===== src/rtl/hwc_pkg.sv =====
`default_nettype none

package hwc_pkg;

    localparam int DRY_W  = 10;
    localparam int TIME_W = 32;
    localparam int CMD_W  = 2;

    // item kinds carried in s_tuser
    typedef enum logic [CMD_W-1:0] {
        CMD_SAMPLE = 2'd0,
        CMD_EVAL   = 2'd1,
        CMD_PUMP   = 2'd2
    } cmd_t;

    // configuration register indexes
    localparam logic [1:0] REG_DRY    = 2'd0;
    localparam logic [1:0] REG_WET    = 2'd1;
    localparam logic [1:0] REG_MIN_MS = 2'd2;

    localparam logic [DRY_W-1:0]  RST_DRY    = 10'd500;
    localparam logic [DRY_W-1:0]  RST_WET    = 10'd350;
    localparam logic [TIME_W-1:0] RST_MIN_MS = 32'd180000;

    typedef enum logic [2:0] {
        ST_IDLE,
        ST_READ,
        ST_PUSH,
        ST_DIV,
        ST_EVAL,
        ST_PUMP,
        ST_FIN
    } state_t;

    typedef struct packed {
        logic [DRY_W-1:0]  dry;
        logic [DRY_W-1:0]  wet;
        logic [TIME_W-1:0] min_ms;
    } cfg_t;

    // controller -> datapath strobes
    typedef struct packed {
        logic capture;
        logic read_old;
        logic push;
        logic div_step;
        logic eval;
        logic pump;
        logic out_load;
    } dp_cmd_t;

    // datapath -> controller status
    typedef struct packed {
        logic div_last;
        logic out_free;
    } dp_stat_t;

endpackage

`default_nettype wire


===== src/rtl/hwc_ctrl.sv =====
`default_nettype none

module hwc_ctrl (
    input  wire logic                        clk,
    input  wire logic                        rst_n,
    input  wire logic                        in_valid,
    input  wire logic [hwc_pkg::CMD_W-1:0]   in_cmd,
    output logic                             in_ready,
    input  wire hwc_pkg::dp_stat_t           stat,
    output hwc_pkg::dp_cmd_t                 cmd
);

    hwc_pkg::state_t state_reg;
    hwc_pkg::state_t state_next;

    always_ff @(posedge clk or negedge rst_n)
    begin
        if (!rst_n)
        begin
            state_reg <= hwc_pkg::ST_IDLE;
        end
        else
        begin
            state_reg <= state_next;
        end
    end

    always_comb
    begin
        state_next = state_reg;
        case (state_reg)
            hwc_pkg::ST_IDLE:
            begin
                if (in_valid)
                begin
                    case (hwc_pkg::cmd_t'(in_cmd))
                        hwc_pkg::CMD_SAMPLE: state_next = hwc_pkg::ST_READ;
                        hwc_pkg::CMD_EVAL:   state_next = hwc_pkg::ST_EVAL;
                        hwc_pkg::CMD_PUMP:   state_next = hwc_pkg::ST_PUMP;
                        default:             state_next = hwc_pkg::ST_FIN;
                    endcase
                end
            end
            hwc_pkg::ST_READ: state_next = hwc_pkg::ST_PUSH;
            hwc_pkg::ST_PUSH: state_next = hwc_pkg::ST_DIV;
            hwc_pkg::ST_DIV:
            begin
                if (stat.div_last)
                begin
                    state_next = hwc_pkg::ST_FIN;
                end
            end
            hwc_pkg::ST_EVAL: state_next = hwc_pkg::ST_FIN;
            hwc_pkg::ST_PUMP: state_next = hwc_pkg::ST_FIN;
            hwc_pkg::ST_FIN:
            begin
                if (stat.out_free)
                begin
                    state_next = hwc_pkg::ST_IDLE;
                end
            end
            default: state_next = hwc_pkg::ST_IDLE;
        endcase
    end

    always_comb
    begin
        in_ready     = 1'b0;
        cmd          = '0;
        case (state_reg)
            hwc_pkg::ST_IDLE:
            begin
                in_ready    = 1'b1;
                cmd.capture = in_valid;
            end
            hwc_pkg::ST_READ: cmd.read_old = 1'b1;
            hwc_pkg::ST_PUSH: cmd.push     = 1'b1;
            hwc_pkg::ST_DIV:  cmd.div_step = 1'b1;
            hwc_pkg::ST_EVAL: cmd.eval     = 1'b1;
            hwc_pkg::ST_PUMP: cmd.pump     = 1'b1;
            hwc_pkg::ST_FIN:  cmd.out_load = stat.out_free;
            default:          cmd          = '0;
        endcase
    end

endmodule

`default_nettype wire


===== src/rtl/hwc_dp.sv =====
`default_nettype none

module hwc_dp #(
    parameter int WINDOW_DEPTH = 64,
    parameter int SAMPLE_BITS  = 10
) (
    input  wire logic                          clk,
    input  wire logic                          rst_n,
    input  wire hwc_pkg::dp_cmd_t              cmd,
    output hwc_pkg::dp_stat_t                  stat,
    input  wire hwc_pkg::cfg_t                 cfg,
    input  wire logic [SAMPLE_BITS-1:0]        in_sample,
    input  wire logic [hwc_pkg::TIME_W-1:0]    in_now_ms,
    input  wire logic                          in_pump_request,
    input  wire logic                          out_ready,
    output logic                               out_valid,
    output logic                               out_mode,
    output logic                               out_pump_on,
    output logic [hwc_pkg::DRY_W-1:0]          out_dryness,
    output logic                               out_window_full
);

    localparam int AW   = (WINDOW_DEPTH > 1) ? $clog2(WINDOW_DEPTH) : 1;
    localparam int CW   = $clog2(WINDOW_DEPTH + 1);
    localparam int SW   = SAMPLE_BITS + CW;
    localparam int DCW  = $clog2(SW);
    localparam int CMPW = SW + hwc_pkg::DRY_W;

    // captured item
    logic [SAMPLE_BITS-1:0]     sample_reg;
    logic [hwc_pkg::TIME_W-1:0] now_reg;
    logic                       req_reg;

    // window
    logic [SAMPLE_BITS-1:0] ring_mem [WINDOW_DEPTH];
    logic [SAMPLE_BITS-1:0] old_reg;
    logic [AW-1:0]          slot_reg;
    logic [CW-1:0]          count_reg;
    logic [SW-1:0]          sum_reg;
    logic                   full;
    logic [SW-1:0]          sum_add;
    logic [SW-1:0]          sum_new;

    // divider: shifts the dividend out and the quotient in
    logic [SW-1:0]  dvd_reg;
    logic [CW-1:0]  rem_reg;
    logic [DCW-1:0] div_cnt_reg;
    logic [CW:0]    trial;
    logic           q_bit;
    logic [CW:0]    trial_diff;
    logic [SW-1:0]  avg_reg;

    // control state
    logic                       mode_reg;
    logic                       pump_reg;
    logic [hwc_pkg::TIME_W-1:0] start_reg;
    logic                       time_done;
    logic [CMPW-1:0]            avg_ext;

    logic                       out_valid_reg;
    logic                       out_mode_reg;
    logic                       out_pump_reg;
    logic [hwc_pkg::DRY_W-1:0]  out_dry_reg;
    logic                       out_full_reg;

    assign full       = (count_reg == CW'(WINDOW_DEPTH));
    assign sum_add    = sum_reg + SW'(sample_reg);
    assign sum_new    = full ? (sum_add - SW'(old_reg)) : sum_add;
    assign trial      = {rem_reg, dvd_reg[SW-1]};
    assign q_bit      = (trial >= {1'b0, count_reg});
    assign trial_diff = trial - {1'b0, count_reg};
    assign avg_ext    = {{hwc_pkg::DRY_W{1'b0}}, avg_reg};
    // wrap below the start time counts as elapsed
    assign time_done  = (now_reg < start_reg) || ((now_reg - start_reg) > cfg.min_ms);

    always_ff @(posedge clk)
    begin
        if (cmd.capture)
        begin
            sample_reg <= in_sample;
            now_reg    <= in_now_ms;
            req_reg    <= in_pump_request;
        end
        if (cmd.read_old)
        begin
            old_reg <= ring_mem[slot_reg];
        end
        if (cmd.push)
        begin
            ring_mem[slot_reg] <= sample_reg;
            dvd_reg            <= sum_new;
            rem_reg            <= '0;
        end
        else if (cmd.div_step)
        begin
            dvd_reg <= {dvd_reg[SW-2:0], q_bit};
            rem_reg <= q_bit ? trial_diff[CW-1:0] : trial[CW-1:0];
        end
        if (cmd.out_load)
        begin
            out_mode_reg <= mode_reg;
            out_pump_reg <= pump_reg;
            out_dry_reg  <= avg_ext[hwc_pkg::DRY_W-1:0];
            out_full_reg <= full;
        end
    end

    always_ff @(posedge clk or negedge rst_n)
    begin
        if (!rst_n)
        begin
            slot_reg      <= '0;
            count_reg     <= '0;
            sum_reg       <= '0;
            div_cnt_reg   <= '0;
            avg_reg       <= '0;
            mode_reg      <= 1'b0;
            pump_reg      <= 1'b0;
            start_reg     <= '0;
            out_valid_reg <= 1'b0;
        end
        else
        begin
            if (cmd.push)
            begin
                sum_reg     <= sum_new;
                count_reg   <= full ? count_reg : count_reg + 1'b1;
                slot_reg    <= (slot_reg == AW'(WINDOW_DEPTH - 1)) ? '0 : slot_reg + 1'b1;
                div_cnt_reg <= '0;
            end
            else if (cmd.div_step)
            begin
                div_cnt_reg <= div_cnt_reg + 1'b1;
                if (stat.div_last)
                begin
                    avg_reg <= {dvd_reg[SW-2:0], q_bit};
                end
            end
            if (cmd.eval)
            begin
                if (!mode_reg)
                begin
                    if (avg_ext >= CMPW'(cfg.dry))
                    begin
                        mode_reg  <= 1'b1;
                        pump_reg  <= 1'b1;
                        start_reg <= now_reg;
                    end
                end
                else if ((avg_ext <= CMPW'(cfg.wet)) && time_done)
                begin
                    mode_reg <= 1'b0;
                    pump_reg <= 1'b0;
                end
            end
            if (cmd.pump)
            begin
                pump_reg <= req_reg;
            end
            if (cmd.out_load)
            begin
                out_valid_reg <= 1'b1;
            end
            else if (out_ready)
            begin
                out_valid_reg <= 1'b0;
            end
        end
    end

    assign stat.div_last = (div_cnt_reg == DCW'(SW - 1));
    assign stat.out_free = !out_valid_reg || out_ready;

    assign out_valid       = out_valid_reg;
    assign out_mode        = out_mode_reg;
    assign out_pump_on     = out_pump_reg;
    assign out_dryness     = out_dry_reg;
    assign out_window_full = out_full_reg;

endmodule

`default_nettype wire


===== src/rtl/hysteresis_watering_controller_unit.sv =====
// Dryness controller with hysteresis over a moving window of samples.
// Input stream (s_*): one transaction per command. s_tuser holds the command
// (add sample, evaluate, override pump); s_tdata holds sample, now_ms and
// pump_request. Every accepted transaction yields exactly one result on the
// output stream (m_*): mode, pump drive, window average and window-full flag.
// An add-sample item steps through READ, PUSH, the restoring divider that
// retires one quotient bit per cycle, and FIN before m_tvalid rises; evaluate
// and override step through their own state and FIN, an unused command
// through FIN alone. One item is in flight at a time: no new transaction is
// accepted until the last one has left FIN.
// A finished result sits in an output register; a stalled receiver
// (m_tready low) holds it while the next item is accepted and processed, and
// that next item waits for the register to drain before it is published.
// Reset (rst_n low, asynchronous) empties the window, sets waiting mode with
// the pump off and loads the threshold and minimum-time defaults.
// Configuration over APB: 0x0 dry threshold, 0x4 wet threshold,
// 0x8 minimum watering time in ms; write only while the block is idle.
`default_nettype none

module hysteresis_watering_controller_unit #(
    parameter int WINDOW_DEPTH = 64,
    parameter int SAMPLE_BITS  = 10
) (
    input  wire logic                  clk,
    input  wire logic                  rst_n,
    // APB configuration
    input  wire logic                  psel,
    input  wire logic                  penable,
    input  wire logic                  pwrite,
    input  wire logic [3:0]            paddr,
    input  wire logic [31:0]           pwdata,
    output logic [31:0]                prdata,
    output logic                       pready,
    // command stream
    input  wire logic                  s_tvalid,
    output logic                       s_tready,
    // s_tdata: sample, now_ms[31:0], pump_request, zero pad
    input  wire logic [((SAMPLE_BITS + 33 + 7) / 8) * 8 - 1:0] s_tdata,
    // s_tuser: command[1:0]
    input  wire logic [1:0]            s_tuser,
    // result stream
    output logic                       m_tvalid,
    input  wire logic                  m_tready,
    // m_tdata: mode, pump_on, dryness[9:0], window_full, zero pad
    output logic [15:0]                m_tdata
);

    hwc_pkg::cfg_t     cfg_reg;
    hwc_pkg::dp_cmd_t  dp_cmd;
    hwc_pkg::dp_stat_t dp_stat;

    logic                        cfg_wr;
    logic [1:0]                  cfg_idx;
    logic                        r_mode;
    logic                        r_pump;
    logic [hwc_pkg::DRY_W-1:0]   r_dry;
    logic                        r_full;

    // ---------------- configuration registers ----------------
    assign pready  = 1'b1;
    assign cfg_idx = paddr[3:2];
    assign cfg_wr  = psel && penable && pwrite && pready;

    always_ff @(posedge clk or negedge rst_n)
    begin
        if (!rst_n)
        begin
            cfg_reg.dry    <= hwc_pkg::RST_DRY;
            cfg_reg.wet    <= hwc_pkg::RST_WET;
            cfg_reg.min_ms <= hwc_pkg::RST_MIN_MS;
        end
        else if (cfg_wr)
        begin
            case (cfg_idx)
                hwc_pkg::REG_DRY:    cfg_reg.dry    <= pwdata[hwc_pkg::DRY_W-1:0];
                hwc_pkg::REG_WET:    cfg_reg.wet    <= pwdata[hwc_pkg::DRY_W-1:0];
                hwc_pkg::REG_MIN_MS: cfg_reg.min_ms <= pwdata;
                default:             ; // unmapped: ignored
            endcase
        end
    end

    always_comb
    begin
        case (cfg_idx)
            hwc_pkg::REG_DRY:    prdata = {22'd0, cfg_reg.dry};
            hwc_pkg::REG_WET:    prdata = {22'd0, cfg_reg.wet};
            hwc_pkg::REG_MIN_MS: prdata = cfg_reg.min_ms;
            default:             prdata = '0;
        endcase
    end

    // ---------------- controller ----------------
    hwc_ctrl u_ctrl (
        .clk      (clk),
        .rst_n    (rst_n),
        .in_valid (s_tvalid),
        .in_cmd   (s_tuser),
        .in_ready (s_tready),
        .stat     (dp_stat),
        .cmd      (dp_cmd)
    );

    // ---------------- datapath: window, divider, mode, output register ------
    hwc_dp #(
        .WINDOW_DEPTH (WINDOW_DEPTH),
        .SAMPLE_BITS  (SAMPLE_BITS)
    ) u_dp (
        .clk             (clk),
        .rst_n           (rst_n),
        .cmd             (dp_cmd),
        .stat            (dp_stat),
        .cfg             (cfg_reg),
        .in_sample       (s_tdata[SAMPLE_BITS-1:0]),
        .in_now_ms       (s_tdata[SAMPLE_BITS+31:SAMPLE_BITS]),
        .in_pump_request (s_tdata[SAMPLE_BITS+32]),
        .out_ready       (m_tready),
        .out_valid       (m_tvalid),
        .out_mode        (r_mode),
        .out_pump_on     (r_pump),
        .out_dryness     (r_dry),
        .out_window_full (r_full)
    );

    assign m_tdata = {3'd0, r_full, r_dry, r_pump, r_mode};

    // ---------------- assertions ----------------
    // a result never shows up the cycle right after an item is taken
    a_min_latency: assert property (@(posedge clk) disable iff (!rst_n)
        (s_tvalid && s_tready) |=> !$rose(m_tvalid))
        else $error("result published one cycle after acceptance");

    // a new result is only published while an item is in flight
    a_rise_busy: assert property (@(posedge clk) disable iff (!rst_n)
        $rose(m_tvalid) |-> $past(!s_tready))
        else $error("result published with no item in flight");

    // no new item is taken while the divider is running
    a_div_busy: assert property (@(posedge clk) disable iff (!rst_n)
        dp_cmd.div_step |-> !s_tready)
        else $error("input accepted during division");

    // result register only loads when it is free
    a_load_free: assert property (@(posedge clk) disable iff (!rst_n)
        dp_cmd.out_load |-> (!m_tvalid || m_tready))
        else $error("result overwritten before it was taken");

endmodule

`default_nettype wire

===== config.mk =====
export PLATFORM = sky130hd
export DESIGN_NAME = hysteresis_watering_controller_unit
export DESIGN_NICKNAME = d
export VERILOG_FILES = /design/src/rtl/hwc_pkg.sv /design/src/rtl/hwc_ctrl.sv /design/src/rtl/hwc_dp.sv /design/src/rtl/hysteresis_watering_controller_unit.sv
export SDC_FILE = /design/constraint.sdc
export NUM_CORES = 1
export LEC_CHECK = 0
export ABC_AREA = 0
export BUFFER_PORTS_ARGS = -buffer_cell sky130_fd_sc_hd__buf_2
export CAP_MARGIN = 20
export CELL_PAD_IN_SITES_DETAIL_PLACEMENT = 0
export CELL_PAD_IN_SITES_GLOBAL_PLACEMENT = 1
export CORE_ASPECT_RATIO = 0.9
export CORE_MARGIN = 4
export CORE_UTILIZATION = 47
export DETAILED_ROUTE_END_ITERATION = 16
export GPL_TIMING_DRIVEN = 0
export PLACE_DENSITY = 0.81
export SLEW_MARGIN = 20
export SYNTH_ARGS = -nofsm -noshare
export SYNTH_HDL_FRONTEND = slang
export SYNTH_HIERARCHICAL = 1
export SYNTH_SLANG_ARGS = --single-unit
export TNS_END_PERCENT = 100

===== constraint.sdc =====
create_clock -name clk -period 4.1 [get_ports clk]
set_clock_uncertainty 0.2 [all_clocks]
set_input_delay 0.82 -clock clk [delete_from_list [all_inputs] [get_ports clk]]
set_output_delay 0.82 -clock clk [all_outputs]
set_load 0.05 [all_outputs]

After elaboration in Yosys (flattened, before gate mapping):

Memory sizes are Yosys's and may differ from the RTL's. A register that Yosys moved wholly into a read port is not among the register bits.
Cells that the tools add are included.

* flip-flop bits (word level): 222
* bits in writable memories: 640
* input bits: 93
* output and inout port bits: 51
* logic and storage cells: 110
* memories kept: 1

* add/subtract/negate cells: 7
* order comparisons: 5
* equality and inequality tests: 17
* mux-type cells: 33
* bitwise gates (word level): 3
* reductions and logical operators: 22

Memories
* u_dp.ring_mem: depth 64, width 10, rd ports 1, clocked after Yosys merged registers in 1, wr ports 1, line hwc_dp.sv:35 `logic [SAMPLE_BITS-1:0] ring_mem [WINDOW_DEPTH];`

Operators by type and width (count)
* $pmux 32 s3: 1
* $mux 17: 3
* $gt 32x32->1: 1
* $lt 32x32->1: 1
* $sub 32x32->32: 1
* $mux 1: 20
* $pmux 3 s6: 1
* $add 17x10->17: 1
* $ge 17x10->1: 1
* $le 17x10->1: 1
* $sub 17x10->17: 1
* $reduce_and 3->1: 4
* $mux 5: 2
* $eq 3x3->1 const B: 3
* $mux 3: 3
* $pmux 3 s3: 1
* $ge 8x7->1: 1
* $reduce_and 2->1: 4
* $add 7x1->7 const B: 1
* $eq 7x7->1 const B: 1
* $mux 7: 1
* $sub 7x7->7: 1
* $add 6x1->6 const B: 1
* $eq 3x2->1 const B: 2
* other kinds (19): 30

Logic depth before layout (Yosys ltp):

* word-level depth: 8
* depth in mapped cells: 20

Cells and area by module:

Netlist, hierarchy kept.

By module, submodules not included
* hwc_dp: times used 1, cells each 2391, area each 34734.6 µm², seq. area each 24028.0 µm²
* hysteresis_watering_controller_unit: times used 1, cells each 180, area each 2448.6 µm², seq. area each 1327.5 µm²
* hwc_ctrl: times used 1, cells each 27, area each 231.5 µm², seq. area each 75.1 µm²

Worst setup path after synthesis:

OpenSTA, ideal clock, no wires.

* path kind: register -> register
* from: register u_dp.sample_reg[0]
* to: register u_dp.dvd_reg[11] (data pin)
* setup time: 163 ps
* arrival: 4072 ps
* slack: -335 ps
* stages on the path, launching flop included: 15
* path buffers: 0
* path through: edfxtp_1 ha_1 fa_1 a21o_1 a21oi_1 xnor2_1 ha_1 o21a_1 o21a_1 o211ai_1 a21o_1 a21boi_1 o311a_1 or4_1 o221ai_1

* cells in the longest elaborated chain, start to end: 4

RTL lines
* start, declared: line hwc_dp.sv:30 `logic [SAMPLE_BITS-1:0] sample_reg;`
* start signal, assigned: line hwc_dp.sv:80 `sample_reg <= in_sample;`
* $add 17x10->17 (*): line hwc_dp.sv:67 `assign sum_add = sum_reg + SW'(sample_reg);`
* $sub 17x10->17: line hwc_dp.sv:68 `assign sum_new = full ? (sum_add - SW'(old_reg)) : sum_add;`
* $mux 17 (*): line hwc_dp.sv:68
* $mux 17 (*): line hwc_dp.sv:88 `if (cmd.push)`
* end signal, assigned: line hwc_dp.sv:91 `dvd_reg <= sum_new;`
* end signal, assigned: line hwc_dp.sv:96 `dvd_reg <= {dvd_reg[SW-2:0], q_bit};`
* end, declared: line hwc_dp.sv:45 `logic [SW-1:0] dvd_reg;`

Every way passes the cells marked *; elsewhere a longest branch is shown, timed or not.
A chain may end at the register's enable or synchronous reset.

Worst setup path in the final report:

* from: register u_dp/now_reg[1] (netlist name)
* to: register u_dp.pump_reg

* cells in the longest elaborated chain, start to end: 6
* elaborated cells between the ends (all ways): 7
* those cells by class: 1 x add/sub; 2 x order compare; 1 x eq/ne; 3 x reduce/logical

RTL lines
* start, declared: line hwc_dp.sv:31 `logic [hwc_pkg::TIME_W-1:0] now_reg;`
* start signal, assigned: line hwc_dp.sv:81 `now_reg <= in_now_ms;`
* $sub 32x32->32: line hwc_dp.sv:74 `assign time_done = (now_reg < start_reg) || ((now_reg - start_reg) > cfg.min_ms);`
* $gt 32x32->1: line hwc_dp.sv:74
* $logic_or 1x1->1 (*): line hwc_dp.sv:74
* $logic_and 1x1->1 (*): line hwc_dp.sv:150 `else if ((avg_ext <= CMPW'(cfg.wet)) && time_done)`
* $ne 3x3->1 (no source line) (*)
* $reduce_and 3->1 (no source line) (*)
* end signal, assigned: line hwc_dp.sv:158 `pump_reg <= req_reg;`
* end, declared: line hwc_dp.sv:55 `logic pump_reg;`

Marks and branches as above.

==> results.md <==
* Status: finished with violations
* Failing checks: setup timing
* Hold_buf cts at 0
* Critical Path Max Stage Delay at 440 ps
* Yosys warning count at 6
* Fin. Hold Viols at 0
* Post-synth EDFFs at between 700 and 800
* Vias in the first global route at around 25000
* Crit path kind: reg2reg
* CTS Sinks at a little under 900
* Ratio of cells with drive above 1 in the final layout at 23.32%
* TritonCTS clock tree: yes
* Top-count cell post-synth: edfxtp_1
* Fin nets at between 3000 and 4000
* Yosys cell types at 96
* Fraction of registers with async set/reset at between 15 and 20%
* Largest net degree at the start of global routing at 87
* Fin crit share at 106.5%
* Post-synthesis sequential area ratio at about 68%
* Longest Clk Path Bufs at 3
* Max rail drop VDD at roughly 400 uV
* Max_cap viols at 0
* GRT Total Usage at between 20% and 30%
* Slew HR at 14.77%
* Post-Place Setup Slack at -1283 ps
* I/O Buffers at 131
* Top Ports at 144
* Fmax at ~230 MHz
* Row count at a little under 100
* Core Util, Final at around 56%
* Via Count at around 25000
* Layout area overhead at 17.93%
* Vias per cell at 6.380
* First-pass GRT wire length at around 170000 um
* WHS at around 5 ps
* Peak fanout along the critical path at 4
* Placeable Area at around 78000 um^2
* Die height at approximately 280 um
* Top Family by Delay on Critical Path: compound AO/OA/AOI/OAI gates
* Max-slew violation count at 0
* Startpoint Class: flop
* Final min period at around 4400 ps
* Average cell area after synthesis at between 10 and 15 um^2
* Total overflow reported by the global router at 0
* Final ANT Viol Nets at 0
* Drt total wl at 114900 um
* Reg clk slew, reported paths at 60 ps
* CTS H-tree lvls at 3
* WP buf/inv at 0
* Later-pin clock latency in the skew report at 670 ps
* Drt pass-1 iters at 6
* Yosys reg bits at 872
* Initial antenna violation count at 5
* Worst EP arrival at between 4000 and 5000 ps
* Post-Synthesis Cells at approximately 2600
* R2R setup slack at -270 ps
* Critical path cell sequence: ha_1 -> nor2b_4 -> o2111ai_4 -> a21boi_4 -> o41a_1 -> or4_4 -> a31o_1 -> a21oi_2 -> xnor2_2 -> ha_1 -> nand4_1 -> nor3_2 -> nand2_1 -> o211ai_1 -> nand2_1 -> a311oi_4 -> a31oi_1
* Hold/Removal Path Class: in2async
* Root Driver: clkbuf_16
* Die width at approximately 300 um
* Synth Flop Type: edfxtp_1
* GP Congestion at 0.9265
* Synth area leaders: edfxtp_1, dfrtp_1, ha_1, a22oi_1, mux2_2
* Hpwl dp at ~76000 um
* WP data required at 4410 ps
* Final setup fails at approximately 120
* Wire per inst at roughly 29 um
* DRC at 0
* First DRT Iteration DRCs at around 3500
* Initial core utilization at a little under half
* RSZ-0062 raised after global routing: yes
* Commonest cells in the netlist: edfxtp_1, a22oi_1, nor2_1
* CP endpoint kind: flop
* Worst path slowest cell: or4_4
* Synth top area share at between 50% and 60%
* Total CTS buffers at 84
* Die area at about 84000 um^2
* Number of flip-flops in the largest register at 640
* Post-route setup slack at -266.2 ps
* Leakage at between 15 and 20 nW
* Post-Synthesis Cell Area at between 30000 and 40000 um^2
* Yosys top cell by area: edfxtp_1
* Worst Tran Pin Value at 1278 ps
* PwrDens at about 630 nW/um^2
==> kinds of logic (layout without fill, tap and decap cells) <==
logic type      Yosys count  in the layout  share of synthesized area (%)
mux                     117            117                          3.769
simple gates            472            472                          6.448
flops                   872            872                          67.97
compound gates          687            687                          13.25
buf+inv                 265            607                          2.973
xor+xnor                 63             63                          1.475
fa+ha+maj               120            120                          4.093
other cells               2              5                        0.02007
==> layout by cell type, fill, tap and decap left out, types with 29 or more instances in the layout <==
cell | Yosys | routed
a22oi_1 | 183 | 183
nand4_1 | 31 | 31
nand3_1 | 35 | 35
mux2_4 | 30 | 31
mux2_2 | 67 | 66
nor2_1 | 155 | 95
dfrtp_1 | 121 | 121
buf_4 | 12 | 45
nor2_4 | 0 | 55
buf_2 | 16 | 149
clkbuf_1 | 71 | 63
clkbuf_16 | 0 | 86
a21o_1 | 29 | 29
a21oi_1 | 79 | 68
ha_1 | 116 | 105
a22o_1 | 70 | 70
xnor2_1 | 44 | 41
a221oi_1 | 73 | 72
a31oi_1 | 70 | 68
edfxtp_1 | 723 | 723
inv_1 | 129 | 128
o21ai_0 | 61 | 57
nand2_1 | 85 | 75
==> worst paths after layout <==
check	startpoint	endpoint	cells after the start
setup / recovery	u_dp/now_reg[1]	u_dp/pump_reg	17
hold / removal	rst_n	cfg_reg[28]	1
setup reg to reg	u_dp/now_reg[1]	u_dp/pump_reg	17
hold reg to reg	u_dp/pump_reg	u_dp/out_pump_on	0
max in group asynchronous	rst_n	cfg_reg[33]	2
min in group clk	s_tdata[25]	u_dp/now_reg[15]	1
==> through the flow <==
stage	setup TNS (ps)	cells	total power [W]	area [um^2]
floorplan	-101.6	2600	0.01601	37460
global placement	-680480	3770	0.01894	39410
detailed placement	-477060	3810	0.01923	40110
CTS	-578.8	3970	0.02728	43810
global route	-1041	3981	0.02874	44120
finish	-4057	3982	0.02775	44120
==> worst register-to-register path, stage by stage (launching register included) <==
cell and delay [ps]:
edfxtp_1 410, ha_1 320, nor2b_4 140, o2111ai_4 220, a21boi_4 110, o41a_1 360, or4_4 440, a31o_1 240
a21oi_2 170, xnor2_2 100, ha_1 310, nand4_1 120, nor3_2 140, nand2_1 110, o211ai_1 240, nand2_1 130
a311oi_4 350, a31oi_1 130
==> per-layer routing <==
layer  wire (um)  global-route usage [%]  vias to the layer above
met5          12                       0                        -
met2       52010                   42.04                     1706
met3       13910                   6.721                      358
met4        6118                   12.19                        2
met1       42830                   35.17                    12640
li1            -                       -                    10700
==> power by group <==
| group | internal (W) | switching, W | leakage (nW) | total [W] |
|---|---|---|---|---|
| Clock | 0.00449 | 0.00338 | 1.34 | 0.00787 |
| Sequential | 0.0102 | 0.000452 | 8.32 | 0.0107 |
| Combinational | 0.00326 | 0.00595 | 5.95 | 0.00921 |
==> final cells by class <==
cell class | count | area, um^2
Antenna cell | 1 | 2.502
Buffer | 127 | 738.2
Clock buffer | 108 | 2265
Clock inverter | 42 | 519.2
Fill cell | 6175 | 34280
Inverter | 131 | 491.7
Multi-Input combinational cell | 1463 | 11880
Sequential cell | 872 | 25430
Tap cell | 1039 | 1300
Timing Repair Buffer | 199 | 1496
==> what timing repair did <==
item	CTS	global route
resized for setup	207	60
endpoints found under the setup margin	638	74
pin swaps	12	11
buffers inserted	13	15
Note: power is estimated with default switching activity, not from simulation.
